**src/rtl/pla_pkg.sv**
```systemverilog
// Package for the advertising payload leak audit block.
// Holds the transaction payload types, the parse phase type and the AD type codes.
// No dependencies; every other file of the block imports it.
package pla_pkg;

	localparam int RecordBytes = 31;

	// AD structure types whose value bytes are fully or partly preserved.
	localparam logic [7:0] AD_FLAGS         = 8'h01;
	localparam logic [7:0] AD_UUID16_PART   = 8'h02;
	localparam logic [7:0] AD_UUID16_FULL   = 8'h03;
	localparam logic [7:0] AD_TX_POWER      = 8'h0A;
	localparam logic [7:0] AD_APPEARANCE    = 8'h19;
	localparam logic [7:0] AD_SERVICE_DATA  = 8'h16;
	localparam logic [7:0] AD_MANUFACTURER  = 8'hFF;

	// Beacon prefix of manufacturer data: company id 0x004C, then 02 15.
	localparam logic [7:0] PFX_BYTE0 = 8'h4C;
	localparam logic [7:0] PFX_BYTE1 = 8'h00;
	localparam logic [7:0] PFX_BYTE2 = 8'h02;
	localparam logic [7:0] PFX_BYTE3 = 8'h15;

	typedef enum logic [1:0] {
		PH_LEN,
		PH_TYPE,
		PH_VAL,
		PH_STOP
	} phase_t;

	typedef struct packed {
		logic [7:0]  ad_byte;
		logic [4:0]  ad_length;
		logic [31:0] random_mask;
		logic [4:0]  name_offset;
		logic [4:0]  name_length;
		logic        last_slot;
	} pla_item_t;

	typedef struct packed {
		logic [4:0] leaked_bytes;
		logic [4:0] name_hits;
	} pla_result_t;

	// Verdicts of manufacturer value byte 2, held until byte 3 arrives.
	typedef struct packed {
		logic pending;
		logic masked;
		logic named;
	} held_t;

endpackage

```
**src/rtl/pla_if.sv**
```systemverilog
// Handshake interfaces for the input slot channel and the result channel.
// Depends on pla_pkg for the payload types.
interface pla_item_if;
	import pla_pkg::*;
	logic      valid;
	logic      ready;
	pla_item_t data;
	modport source (output valid, output data, input ready);
	modport sink (input valid, input data, output ready);
endinterface

interface pla_result_if;
	import pla_pkg::*;
	logic        valid;
	logic        ready;
	pla_result_t data;
	modport source (output valid, output data, input ready);
	modport sink (input valid, input data, output ready);
endinterface

```
**src/rtl/adv_payload_leak_audit_core.sv**
```systemverilog
// Top level of the advertising payload leak audit block.
// Depends on pla_pkg and on the interfaces in pla_if.sv.
//
// Use: each transaction on the item channel carries one byte slot of an
// advertising record, slot 0 first, together with the record's valid length,
// random mask and local name region. A record ends at a slot with last_slot
// set or at slot RECORD_BYTES - 1. For that slot one transaction leaves on the
// result channel with the leaked and named byte counts; all other slots give
// no result.
// Throughput is one slot per cycle while no record end waits on a stalled result
// register: every slot is judged by a few compares between the input register and
// the parse state, which is registered. The final slot of a record passes through
// the input register, then its counts go to the result register.
// Reset clears the parse state, the counts and both valid flags; the block
// is ready to take a slot as soon as reset is released.
// When the receiver stalls, the result register holds its transaction and the
// block keeps taking slots until a second record end would need the register;
// that slot then waits in the input register and ready falls.
module adv_payload_leak_audit_core #(
	parameter int RECORD_BYTES = pla_pkg::RecordBytes
) (
	input logic          clk,
	input logic          arst_n,
	pla_item_if.sink     item,
	pla_result_if.source result
);
	import pla_pkg::*;

	localparam int PW = ($clog2(RECORD_BYTES) > 5) ? $clog2(RECORD_BYTES) : 5;
	localparam int CW = PW + 4;
	localparam logic [PW-1:0] LAST_POS = PW'(RECORD_BYTES - 1);

	pla_item_t   item_s1;
	logic        item_vld_s1;
	logic [PW-1:0] slot_pos_q;
	phase_t      phase_q, phase_d;
	logic [4:0]  struct_end_q, struct_end_d;
	logic [4:0]  value_start_q, value_start_d;
	logic [7:0]  stype_q, stype_d;
	logic [1:0]  prefix_q, prefix_d;
	held_t       held_q, held_d;
	logic [4:0]  leak_q, named_q;
	pla_result_t result_q;
	logic        result_vld_q;

	logic [CW-1:0] p_ext, len_ext, byte_ext;
	logic [4:0]  p_lo, off;
	logic        rec_end, stop_len, masked, named, vlen_ge4, pres;
	logic        cur_tally, held_tally;
	logic [1:0]  leak_inc, named_inc;
	logic [5:0]  leak_sum, named_sum;
	logic [4:0]  leak_new, named_new;
	logic        out_free, s1_go;

	assign p_ext    = CW'(slot_pos_q);
	assign len_ext  = CW'(item_s1.ad_length);
	assign byte_ext = CW'(item_s1.ad_byte);
	assign p_lo     = slot_pos_q[4:0];
	assign off      = p_lo - value_start_q;
	assign rec_end  = item_s1.last_slot || (slot_pos_q == LAST_POS);
	assign stop_len = (p_ext + CW'(1) >= len_ext) || (item_s1.ad_byte == 8'h00)
		|| (p_ext + CW'(1) + byte_ext > len_ext);
	assign masked   = (p_ext < CW'(32)) && item_s1.random_mask[p_lo];
	assign named    = (item_s1.name_length != 5'd0)
		&& (p_ext >= CW'(item_s1.name_offset))
		&& (p_ext < CW'(item_s1.name_offset) + CW'(item_s1.name_length));
	assign vlen_ge4 = (struct_end_q - value_start_q) >= 5'd3;

	// Parse phase sequencing.
	always_comb begin
		case (phase_q)
			PH_LEN:  phase_d = stop_len ? PH_STOP : PH_TYPE;
			PH_TYPE: phase_d = (CW'(struct_end_q) == p_ext) ? PH_LEN : PH_VAL;
			PH_VAL:  phase_d = (CW'(struct_end_q) == p_ext) ? PH_LEN : PH_VAL;
			default: phase_d = PH_STOP;
		endcase
	end

	// Structure bookkeeping and the verdict for the current value byte.
	always_comb begin
		struct_end_d  = struct_end_q;
		value_start_d = value_start_q;
		stype_d       = stype_q;
		prefix_d      = prefix_q;
		held_d        = held_q;
		pres          = 1'b0;
		cur_tally     = 1'b0;
		held_tally    = 1'b0;
		case (phase_q)
			PH_LEN: begin
				if (!stop_len) begin
					struct_end_d  = 5'(p_ext + byte_ext);
					value_start_d = p_lo + 5'd2;
				end
			end
			PH_TYPE: begin
				stype_d  = item_s1.ad_byte;
				prefix_d = 2'd0;
				held_d   = '0;
			end
			PH_VAL: begin
				cur_tally = 1'b1;
				case (stype_q) inside
					AD_FLAGS, AD_UUID16_PART, AD_UUID16_FULL, AD_TX_POWER,
					AD_APPEARANCE: pres = 1'b1;
					AD_SERVICE_DATA: pres = off < 5'd2;
					AD_MANUFACTURER: begin
						if (off == 5'd0) begin
							prefix_d = (item_s1.ad_byte == PFX_BYTE0) ? 2'd1 : 2'd0;
							pres     = 1'b1;
						end else if (off == 5'd1) begin
							prefix_d = (prefix_q == 2'd1 && item_s1.ad_byte == PFX_BYTE1)
								? 2'd2 : 2'd0;
							pres     = 1'b1;
						end else if (off == 5'd2 && vlen_ge4) begin
							// Byte 2 is judged only once byte 3 shows the full prefix.
							prefix_d  = (prefix_q == 2'd2 && item_s1.ad_byte == PFX_BYTE2)
								? 2'd3 : 2'd0;
							held_d    = '{pending: 1'b1, masked: masked, named: named};
							cur_tally = 1'b0;
						end else if (off == 5'd3 && held_q.pending) begin
							pres       = (prefix_q == 2'd3) && (item_s1.ad_byte == PFX_BYTE3);
							held_tally = 1'b1;
							held_d     = '0;
						end
					end
					default: pres = 1'b0;
				endcase
			end
			default: pres = 1'b0;
		endcase
	end

	// A byte 2 still held at the record end counts as not preserved.
	always_comb begin
		leak_inc  = 2'd0;
		named_inc = 2'd0;
		if (held_tally && !pres && !held_q.masked) begin
			if (held_q.named) named_inc = named_inc + 2'd1;
			else leak_inc = leak_inc + 2'd1;
		end
		if (cur_tally && !pres && !masked) begin
			if (named) named_inc = named_inc + 2'd1;
			else leak_inc = leak_inc + 2'd1;
		end
		if (rec_end && held_d.pending && !held_d.masked) begin
			if (held_d.named) named_inc = named_inc + 2'd1;
			else leak_inc = leak_inc + 2'd1;
		end
	end

	assign leak_sum  = 6'(leak_q) + 6'(leak_inc);
	assign named_sum = 6'(named_q) + 6'(named_inc);
	assign leak_new  = leak_sum[5] ? 5'd31 : leak_sum[4:0];
	assign named_new = named_sum[5] ? 5'd31 : named_sum[4:0];

	assign out_free   = !result_vld_q || result.ready;
	assign s1_go      = item_vld_s1 && (!rec_end || out_free);
	assign item.ready = !item_vld_s1 || s1_go;

	always_ff @(posedge clk or negedge arst_n) begin
		if (!arst_n) begin
			item_vld_s1 <= 1'b0;
		end else if (item.ready) begin
			item_vld_s1 <= item.valid;
		end
	end

	always_ff @(posedge clk) begin
		if (item.valid && item.ready) begin
			item_s1 <= item.data;
		end
	end

	always_ff @(posedge clk or negedge arst_n) begin
		if (!arst_n) begin
			slot_pos_q    <= '0;
			phase_q       <= PH_LEN;
			struct_end_q  <= '0;
			value_start_q <= '0;
			stype_q       <= '0;
			prefix_q      <= '0;
			held_q        <= '0;
			leak_q        <= '0;
			named_q       <= '0;
		end else if (s1_go) begin
			if (rec_end) begin
				slot_pos_q    <= '0;
				phase_q       <= PH_LEN;
				struct_end_q  <= '0;
				value_start_q <= '0;
				stype_q       <= '0;
				prefix_q      <= '0;
				held_q        <= '0;
				leak_q        <= '0;
				named_q       <= '0;
			end else begin
				slot_pos_q    <= slot_pos_q + PW'(1);
				phase_q       <= phase_d;
				struct_end_q  <= struct_end_d;
				value_start_q <= value_start_d;
				stype_q       <= stype_d;
				prefix_q      <= prefix_d;
				held_q        <= held_d;
				leak_q        <= leak_new;
				named_q       <= named_new;
			end
		end
	end

	always_ff @(posedge clk or negedge arst_n) begin
		if (!arst_n) begin
			result_vld_q <= 1'b0;
		end else if (s1_go && rec_end) begin
			result_vld_q <= 1'b1;
		end else if (result.ready) begin
			result_vld_q <= 1'b0;
		end
	end

	always_ff @(posedge clk) begin
		if (s1_go && rec_end) begin
			result_q <= '{leaked_bytes: leak_new, name_hits: named_new};
		end
	end

	assign result.valid = result_vld_q;
	assign result.data  = result_q;

	a_stop_sticks: assert property (@(posedge clk) disable iff (!arst_n)
		s1_go && !rec_end && phase_q == PH_STOP |=> phase_q == PH_STOP)
		else $error("parse left the stopped phase inside a record");

	a_held_manuf: assert property (@(posedge clk) disable iff (!arst_n)
		held_q.pending |-> stype_q == AD_MANUFACTURER)
		else $error("held byte pending outside manufacturer data");

	a_record_clear: assert property (@(posedge clk) disable iff (!arst_n)
		s1_go && rec_end |=> slot_pos_q == '0 && leak_q == 5'd0 && named_q == 5'd0)
		else $error("record state not cleared after record end");

	a_val_in_struct: assert property (@(posedge clk) disable iff (!arst_n)
		phase_q == PH_VAL |-> p_ext <= CW'(struct_end_q))
		else $error("value slot beyond the end of its structure");

	a_no_result_overwrite: assert property (@(posedge clk) disable iff (!arst_n)
		result_vld_q && !result.ready |-> !(s1_go && rec_end))
		else $error("result register overwritten while stalled");

endmodule

```
**src/flat_wrapper.sv**
```systemverilog
// flat-port wrapper written by rule: the top's interface ports become plain ports
module adv_payload_leak_audit_core_flat import pla_pkg::*;
#(
	parameter int RECORD_BYTES = pla_pkg::RecordBytes
)
  (clk, arst_n, item_valid, item_data, item_ready, result_valid, result_data, result_ready);
  pla_item_if item_i ();
  pla_result_if result_i ();
  input logic clk;
  input logic arst_n;
  input wire logic [$bits(item_i.valid)-1:0] item_valid;
  input wire logic [$bits(item_i.data)-1:0] item_data;
  output wire logic [$bits(item_i.ready)-1:0] item_ready;
  output wire logic [$bits(result_i.valid)-1:0] result_valid;
  output wire logic [$bits(result_i.data)-1:0] result_data;
  input wire logic [$bits(result_i.ready)-1:0] result_ready;
  assign item_i.valid = item_valid;
  assign item_i.data = item_data;
  assign item_ready = item_i.ready;
  assign result_valid = result_i.valid;
  assign result_data = result_i.data;
  assign result_i.ready = result_ready;
  adv_payload_leak_audit_core #(.RECORD_BYTES(RECORD_BYTES)) u_core (.clk(clk), .arst_n(arst_n), .item(item_i), .result(result_i));
endmodule
```
**config.mk**
```make
export PLATFORM = sky130hd
export DESIGN_NAME = adv_payload_leak_audit_core_flat
export DESIGN_NICKNAME = d
export VERILOG_FILES = /design/src/rtl/pla_pkg.sv /design/src/rtl/pla_if.sv /design/src/rtl/adv_payload_leak_audit_core.sv /design/src/flat_wrapper.sv
export SDC_FILE = /design/constraint.sdc
export NUM_CORES = 1
export LEC_CHECK = 0
export ABC_AREA = 1
export BUFFER_PORTS_ARGS = -buffer_cell sky130_fd_sc_hd__buf_2
export CORE_UTILIZATION = 54
export DETAILED_ROUTE_END_ITERATION = 7
export PLACE_DENSITY = 0.77
export REMOVE_ABC_BUFFERS = 1
export SETUP_SLACK_MARGIN = 0.1
export SYNTH_ARGS = -nofsm -noshare
export SYNTH_HDL_FRONTEND = slang
export SYNTH_SLANG_ARGS = --single-unit
```
**constraint.sdc**
```tcl
create_clock -name clk -period 4.17 [get_ports clk]
set_input_delay 0.2085 -clock clk [delete_from_list [all_inputs] [get_ports clk]]
set_output_delay 0.2085 -clock clk [all_outputs]
set_load 0.005 [all_outputs]
```
==> results of run 1 <==
-- through the flow --
step / setup slack, ps / area [um^2] / setup TNS (ps)
final: 154 / 7530 / 0
after global routing: -88.4 / 7530 / -399
after CTS: 104 / 7360 / 0
after detailed placement: -156 / 7040 / -781
after global placement: 57.1 / 7040 / 0
after floorplan: -117 / 6430 / -636
-- kinds of logic after synthesis --
logic type	after synthesis	share of synthesized area, %
and+or+nand+nor	320	22.2
buffers and inverters	116	7.01
DFF	108	46.7
AOI/OAI and AO/OA	95	8.82
adders and majority gates	62	12.8
xor gates and xnor gates	19	2.56
-- flip-flops by register name, summed over array words and instances, names as in the netlist --
signal and count:
u_core.item_s1 48, u_core.result.data 10, u_core.byte_ext 8, u_core.stype_q 8, u_core.leak_q 5, u_core.named_q 5, u_core.p_lo 5, u_core.struct_end_q 5
u_core.value_start_q 5, u_core.held_q 3, u_core.phase_q 2, u_core.prefix_q 2, u_core.item_vld_s1 1, u_core.result.valid 1
-- power breakdown --
part	internal, mW	leakage, nW	total, mW	switching [mW]
logic	0.369	2.20	0.995	0.626
registers	1.24	1.21	1.30	0.0619
clock network	0.472	0.143	0.865	0.393
-- cell type report --
type | count | area [um^2] | share of cell area (%)
Multi-Input combinational cell | 496 | 3160 | 42.0
Inverter | 104 | 390 | 5.19
Sequential cell | 108 | 3030 | 40.3
Timing Repair Buffer | 85 | 463 | 6.15
Clock inverter | 6 | 70.1 | 0.931
Clock buffer | 10 | 229 | 3.04
Tap cell | 143 | 179 | 2.38
-- routing by layer --
metal	global-route usage (%)	routed length [um]	vias to the layer above
met2	41.4	7010	192
li1	-	-	2583
met5	0	0	-
met3	6.31	861	33
met1	27.9	5760	2452
met4	8.92	377	0
-- worst max path at each step --
| stage | startpoint | end | slack (ps) | cells after the start |
|---|---|---|---|---|
| after global routing | u_core.item_s1[1] | u_core.named_q[4] | -90 | 29 |
| final | u_core.item_s1[6] | u_core.result.data[9] | 150 | 24 |
| after floorplan | u_core.p_lo[0] | u_core.named_q[4] | -120 | 25 |
| after CTS | u_core.item_s1[1] | u_core.named_q[4] | 100 | 27 |
| after detailed placement | u_core.item_s1[1] | u_core.leak_q[4] | -160 | 26 |
| after global placement | u_core.item_s1[1] | u_core.result.data[4] | 60 | 25 |
-- timing repair --
item                                   in CTS  in global routing
gates cloned                                0                  0
endpoints found under the hold margin       0                  1
setup endpoints to repair                  10                 30
gates resized for setup                    10                 38
buffers inserted                            0                  3
pin swaps                                   2                 23
hold buffers                                0                  1
-- cell usage after synthesis (2+ instances only) --
cell type / instances / share of area, %
nor4_1: 2 / 0.19
o21a_1: 3 / 0.35
or3_1: 2 / 0.19
nor2_1: 63 / 3.6
a21oi_1: 18 / 1.4
xor2_1: 10 / 1.3
nand3b_1: 3 / 0.35
nand2_1: 150 / 8.7
a31oi_1: 2 / 0.19
inv_2: 6 / 0.35
edfxtp_1: 66 / 31
o211ai_1: 2 / 0.23
o2111ai_1: 2 / 0.27
a211oi_1: 2 / 0.23
nand3_1: 57 / 4.4
nor2_2: 5 / 0.48
o21ai_0: 44 / 3.4
nor3_1: 7 / 0.54
ha_1: 55 / 11
nand2_2: 9 / 0.87
nand4_1: 14 / 1.3
dfrtp_1: 42 / 16
buf_2: 7 / 0.54
nand3_2: 3 / 0.46
xnor2_1: 9 / 1.2
o22ai_1: 10 / 0.96
inv_1: 98 / 5.7
clkbuf_1: 3 / 0.17
fa_1: 7 / 2.2
a22o_1: 3 / 0.40
-- cell usage in the layout (no fill, tap or decap), types with 3 or more instances in the layout --
master / n
nand2_1: 145
inv_1: 94
buf_2: 71
edfxtp_1: 66
nor2_1: 59
nand3_1: 52
ha_1: 51
dfrtp_1: 41
o21ai_0: 37
a21oi_1: 15
nand2_2: 14
nand4_1: 14
buf_4: 13
inv_2: 10
o22ai_1: 10
clkbuf_16: 9
xnor2_1: 8
xor2_1: 8
nor3_1: 7
nand3_2: 7
nor2_2: 6
o21ai_2: 5
a21oi_2: 4
nor2_4: 4
fa_2: 4
nand3b_1: 3
o21a_1: 3
o21ai_1: 3
a22o_1: 3
fa_1: 3
ha_2: 3
-- worst max-delay path: stages, from the launching register on --
cell and delay [ps]:
edfxtp_1 360, ha_2 200, inv_2 50, fa_2 390, o21ai_2 140, a21oi_2 70
xor2_1 140, ha_1 340, a21oi_2 160, o21ai_2 60, nand3_1 80, nand2_2 70
nor2_4 120, inv_2 60, ha_4 260, nand3_2 80, nand2_2 110, xnor2_2 120
ha_2 200, inv_2 40, fa_2 380, nor2_4 150, nand2_1 60, nand2_1 70
nand3_2 80
==> impl_metrics.toml, run 1 <==
[outcome]
status = "finished, violations left"
violations = "design-rule violations"

[sta]
setup_viol = 0
max_clock_freq_ghz = 0.249
worstMarginPinSlew_ps = 986
fin_crit_sh_pct = 96.3
hold-worst-slack_ps = 14.5
clock-skew-final_ps = 9.76
hold_violations = 0
relSlewSlack_pct = 34.3
rsz0062_at_grt = "yes"
drv_slew = 0
period_needed_ps = 4020

[die]
die_h_um = 112
core-area_um2 = 11600
rows = 39
start_util_pct = 56.2
ios = 72
fp.dieW_um = 112
dieArea_um2 = 12500

[routing]
num_vias = 5260
post_drt_wl_per_cell_um = 14.7
drt_pass1_iterations = 7
route.detailed.drc = 3
vias_per_cell = 5.53
drt-total-wl_um = 14000
postRouteAntennaNets = 0
drt_iter0_markers = 420

[grt]
grt_pass1_wl_um = 23400
antenna_found_initial = 0
grt-ovfl-total = 0
grtUsageTotal_pct = 23.7
grt_max_degree = 43
grt_pass1_vias = 5270

[synth]
avgSynthCellArea_um2 = 9.02
ys.flop_type = "edfxtp_1"
synthDistinctLibCells = 46
async_reset_ff_share_pct = 38.9
syn_inst = 720
synth.yosys.warnings = 0
synth_seq_cells = 108
synth_edf_count = 66
synth_area_um2 = 6490
ys_seq_area_share_pct = 46.7

[cts]
insertion_delay_ps = 360
clockBufferDepth = 2
htreeDepth = 3
cts-root-buf = "clkbuf_16"
path_clk_slew_ps = 70
cts_buffers = 9
cts_tree = "done"
clock_sinks = 108

[critical_path]
startpoint_type = "flop"
worstSetupPathType = "flop to flop"
r2r-start = "u_core.item_s1[6]"
cp.arrival_ps = 4120
r2r.worst_path.cells = 24
end_kind = "flop"
reg2reg_slack_ps = 150
cp_max_fo = 3
timing.rr.end = "u_core.result.data[9]"
required_ps = 4270

[cells_and_area]
fin_util_pct = 65.1
fill_cells = 907
instances_no_fill = 952
antenna_cells = 0
synthToLayoutAreaGrowth_pct = 15.9
drive_gt1_share_pct = 20.5
nets = 926

[pwr]
peakVddDrop_mv = 0.302
finalPower_mw = 3.16
p_leak_nw = 3.55
powerDensity_nw_per_um2 = 420

[flow_run]
max_cap_viol_count = 0

[place]
dp.cells = 932
hpwlAfterDp_um = 10200
gp_congestion = 0.886
port_buffers = 71

[hold_path]
worstHoldPathType = "primary input to asynchronous set/reset pin"
Power figures use the tool's default switching activity.
==> run 2, diff against run 1 <==
Settings changed: ABC_AREA 1 to not set, CORE_UTILIZATION 54 to 53, PLACE_DENSITY 0.77 to 0.76.
==> run 2 against run 1 <==
  * The flow finishes with violations (negative hold slack, negative setup slack)
  * Register-to-register slack worse by 490 ps
  * Global-route usage is 0.12 points lower
  * Critical path depth is 1 lower
  * Flip-flop and latch count stayed put
  * Synthesized cell count is 26% lower
  * Synthesized area is 3.8% lower
  * Core utilization is 0.86 points higher
  * Critical path type unchanged
==> impl_metrics.toml, run 2 <==
[cells_and_area]
mostFrequentLayoutCells = "buf_2, edfxtp_1, buf_4, ha_1, dfrtp_1"
fill_cells = 864
fin_util_pct = 65.9
antenna_cells = 0
drive_gt1_share_pct = 26.6
nets = 786
synthToLayoutAreaGrowth_pct = 21.0
instances_no_fill = 812
mostFrequentLayoutCell = "buf_2"
multi_input_area_um2 = 3070
regMostFlops = "u_core.item_s1"
largest_reg_flops = 48
seq_area_um2 = 3030

[sta]
fin_crit_sh_pct = 108
hold-worst-slack_ps = -12.7
worstMarginPinSlew_ps = 982
drv_slew = 0
rsz0062_at_grt = "yes"
setup_viol = 20
hold_violations = 3
relSlewSlack_pct = 34.6
worst_slack_ps = -335
period_needed_ps = 4510
clock-skew-final_ps = 6.86
max_clock_freq_ghz = 0.222

[cts]
cts-root-buf = "clkbuf_16"
cts_tree = "done"
path_clk_slew_ps = 70
insertion_delay_ps = 360
htreeDepth = 3
clock_sinks = 108
cts_buffers = 9
clockBufferDepth = 2

[pwr]
finalPower_mw = 3.06
power_frac_clock_pct = 28.9
powerDensity_nw_per_um2 = 405
p_int_mw = 2.10
comb_power_share_pct = 29.4
p_leak_nw = 3.44
switching_power_mw = 0.958
seqPwrFrac_pct = 41.7
switching_share_pct = 31.3
peakVddDrop_mv = 0.397

[critical_path]
worstSetupPathType = "flop to flop"
required_ps = 4420
cp_max_fo = 4
r2r.worst_path.cells = 23
startpoint_type = "flop"
end_kind = "flop"
cp.arrival_ps = 4750

[flow_run]
max_cap_viol_count = 0

[synth]
synthDistinctLibCells = 63
yosysTopAreaCellShare_pct = 31.7
synth_most_common_cell = "edfxtp_1"
async_reset_ff_share_pct = 38.9
syn_inst = 536
ys.flop_type = "edfxtp_1"
synth_common_cells = "edfxtp_1, ha_1, dfrtp_1"
synth-xor-area-share_pct = 4.61
synthTopCellsByArea = "edfxtp_1, dfrtp_1, ha_1, a22o_1, inv_1"
synth_mux_area_share_pct = 3.42
synth_top_family_by_area = "compound AO/OA/AOI/OAI gates"
synth_area_um2 = 6250
synth_seq_cells = 108
avgSynthCellArea_um2 = 11.7
ys_seq_area_share_pct = 48.5
synth_adder_area_share_pct = 13.3
yosysTopAreaCell = "edfxtp_1"
synth.yosys.warnings = 0
synth_edf_count = 66
yosys.area_share.simple_pct = 11.3
synth-compound-area-share_pct = 15.3

[place]
gp_congestion = 0.865
port_buffers = 71
dp_slack_ps = -430
hpwlAfterDp_um = 10000
dp.cells = 791

[routing]
drt-total-wl_um = 13700
post_drt_wl_per_cell_um = 16.9
drt_iter0_markers = 274
drt_pass1_iterations = 4
num_vias = 4673
route.detailed.drc = 0
vias_per_cell = 5.75
postRouteAntennaNets = 0

[die]
core-area_um2 = 11500
ios = 72
rows = 39
die_h_um = 111
dieArea_um2 = 12200
start_util_pct = 54.5
fp.dieW_um = 111

[grt]
grt_pass1_vias = 4737
antenna_found_initial = 0
grt_max_degree = 43
grt_pass1_wl_um = 22500
grt-ovfl-total = 0
grtUsageTotal_pct = 23.6

[hold_path]
worstHoldPathType = "primary input to asynchronous set/reset pin"

[outcome]
status = "finished, violations left"
violations = "negative hold slack, negative setup slack"
-- run 2: power groups by stage --
| stage | registers [mW] | clock network (mW) | logic [mW] |
|---|---|---|---|
| after floorplan | 1.31 | 0 | 0.533 |
| after global placement | 1.29 | 0 | 0.834 |
| after detailed placement | 1.30 | 0 | 0.869 |
| after CTS | 1.28 | 0.903 | 0.889 |
| after global routing | 1.29 | 0.939 | 0.995 |
| final | 1.28 | 0.884 | 0.900 |
-- run 2: repair_timing --
item                                   in CTS  in global routing
hold buffers                                0                  1
buffers inserted                            4                  0
setup endpoints to repair                  20                 22
gates resized for setup                    14                  6
endpoints found under the hold margin       0                  1
pin swaps                                  15                 11
-- run 2: final cells by class --
| type | count | share of cell area (%) |
|---|---|---|
| inverters | 40 | 1.99 |
| well taps | 143 | 2.37 |
| repair buffers | 132 | 10.8 |
| flip-flops and latches | 108 | 40.1 |
| multi-input cells | 373 | 40.6 |
| clock buffers | 9 | 2.98 |
| clock inverters | 7 | 1.16 |
-- run 2: cell families after synthesis --
logic type,after synthesis
adders and majority gates,62
xor gates and xnor gates,32
muxes,16
AOI/OAI and AO/OA,132
and+or+nand+nor,131
DFF,108
buffers and inverters,55
-- run 2: final timing paths --
kind	start	end	slack [ps]
worst max-delay path	u_core.item_s1[6]	u_core.named_q[2]	-340
worst min-delay path	arst_n	u_core.leak_q[1]	-10
worst max register to register	u_core.item_s1[6]	u_core.named_q[2]	-340
worst min register to register	u_core.named_q[0]	u_core.named_q[0]	530
max in group asynchronous	arst_n	u_core.struct_end_q[2]	3550
min in group clk	item_data[18]	u_core.item_s1[18]	20
-- run 2: metal layers --
metal / vias up / track usage [%] / part of all wire (%)
met2: 121 / 41.4 / 52
met4: 0 / 8.27 / 2.3
met3: 25 / 5.16 / 4.5
li1: 2259 / - / -
met1: 2268 / 28.4 / 42
met5: - / 0 / 0
-- run 2: through the flow --
stage	TNS (ps)	hold slack, ps	cell area, um^2
4_1_cts	-5210	5.44	7520
6_report	-5470	-12.7	7560
5_1_grt	-11550	0.375	7560
2_1_floorplan	-11830	-87.1	6170
3_3_place_gp	-4260	385	7130
3_5_place_dp	-6970	387	7130
-- run 2: worst max-delay path: stages, from the launching register on --
cell       delay (ps)
edfxtp_1          360
ha_2              200
inv_2              40
fa_2              350
inv_1              60
a21o_1            120
a21oi_2            60
xor2_1            140
ha_1              320
nand2_1            60
o31ai_1           180
a22oi_1           140
nand2_1           160
inv_1              60
ha_1              270
o2111ai_1          80
a21o_1            200
or4b_4            500
xor2_1            160
ha_1              280
a21o_1            180
nand4_1           170
nand2_1           100
a22o_1            200
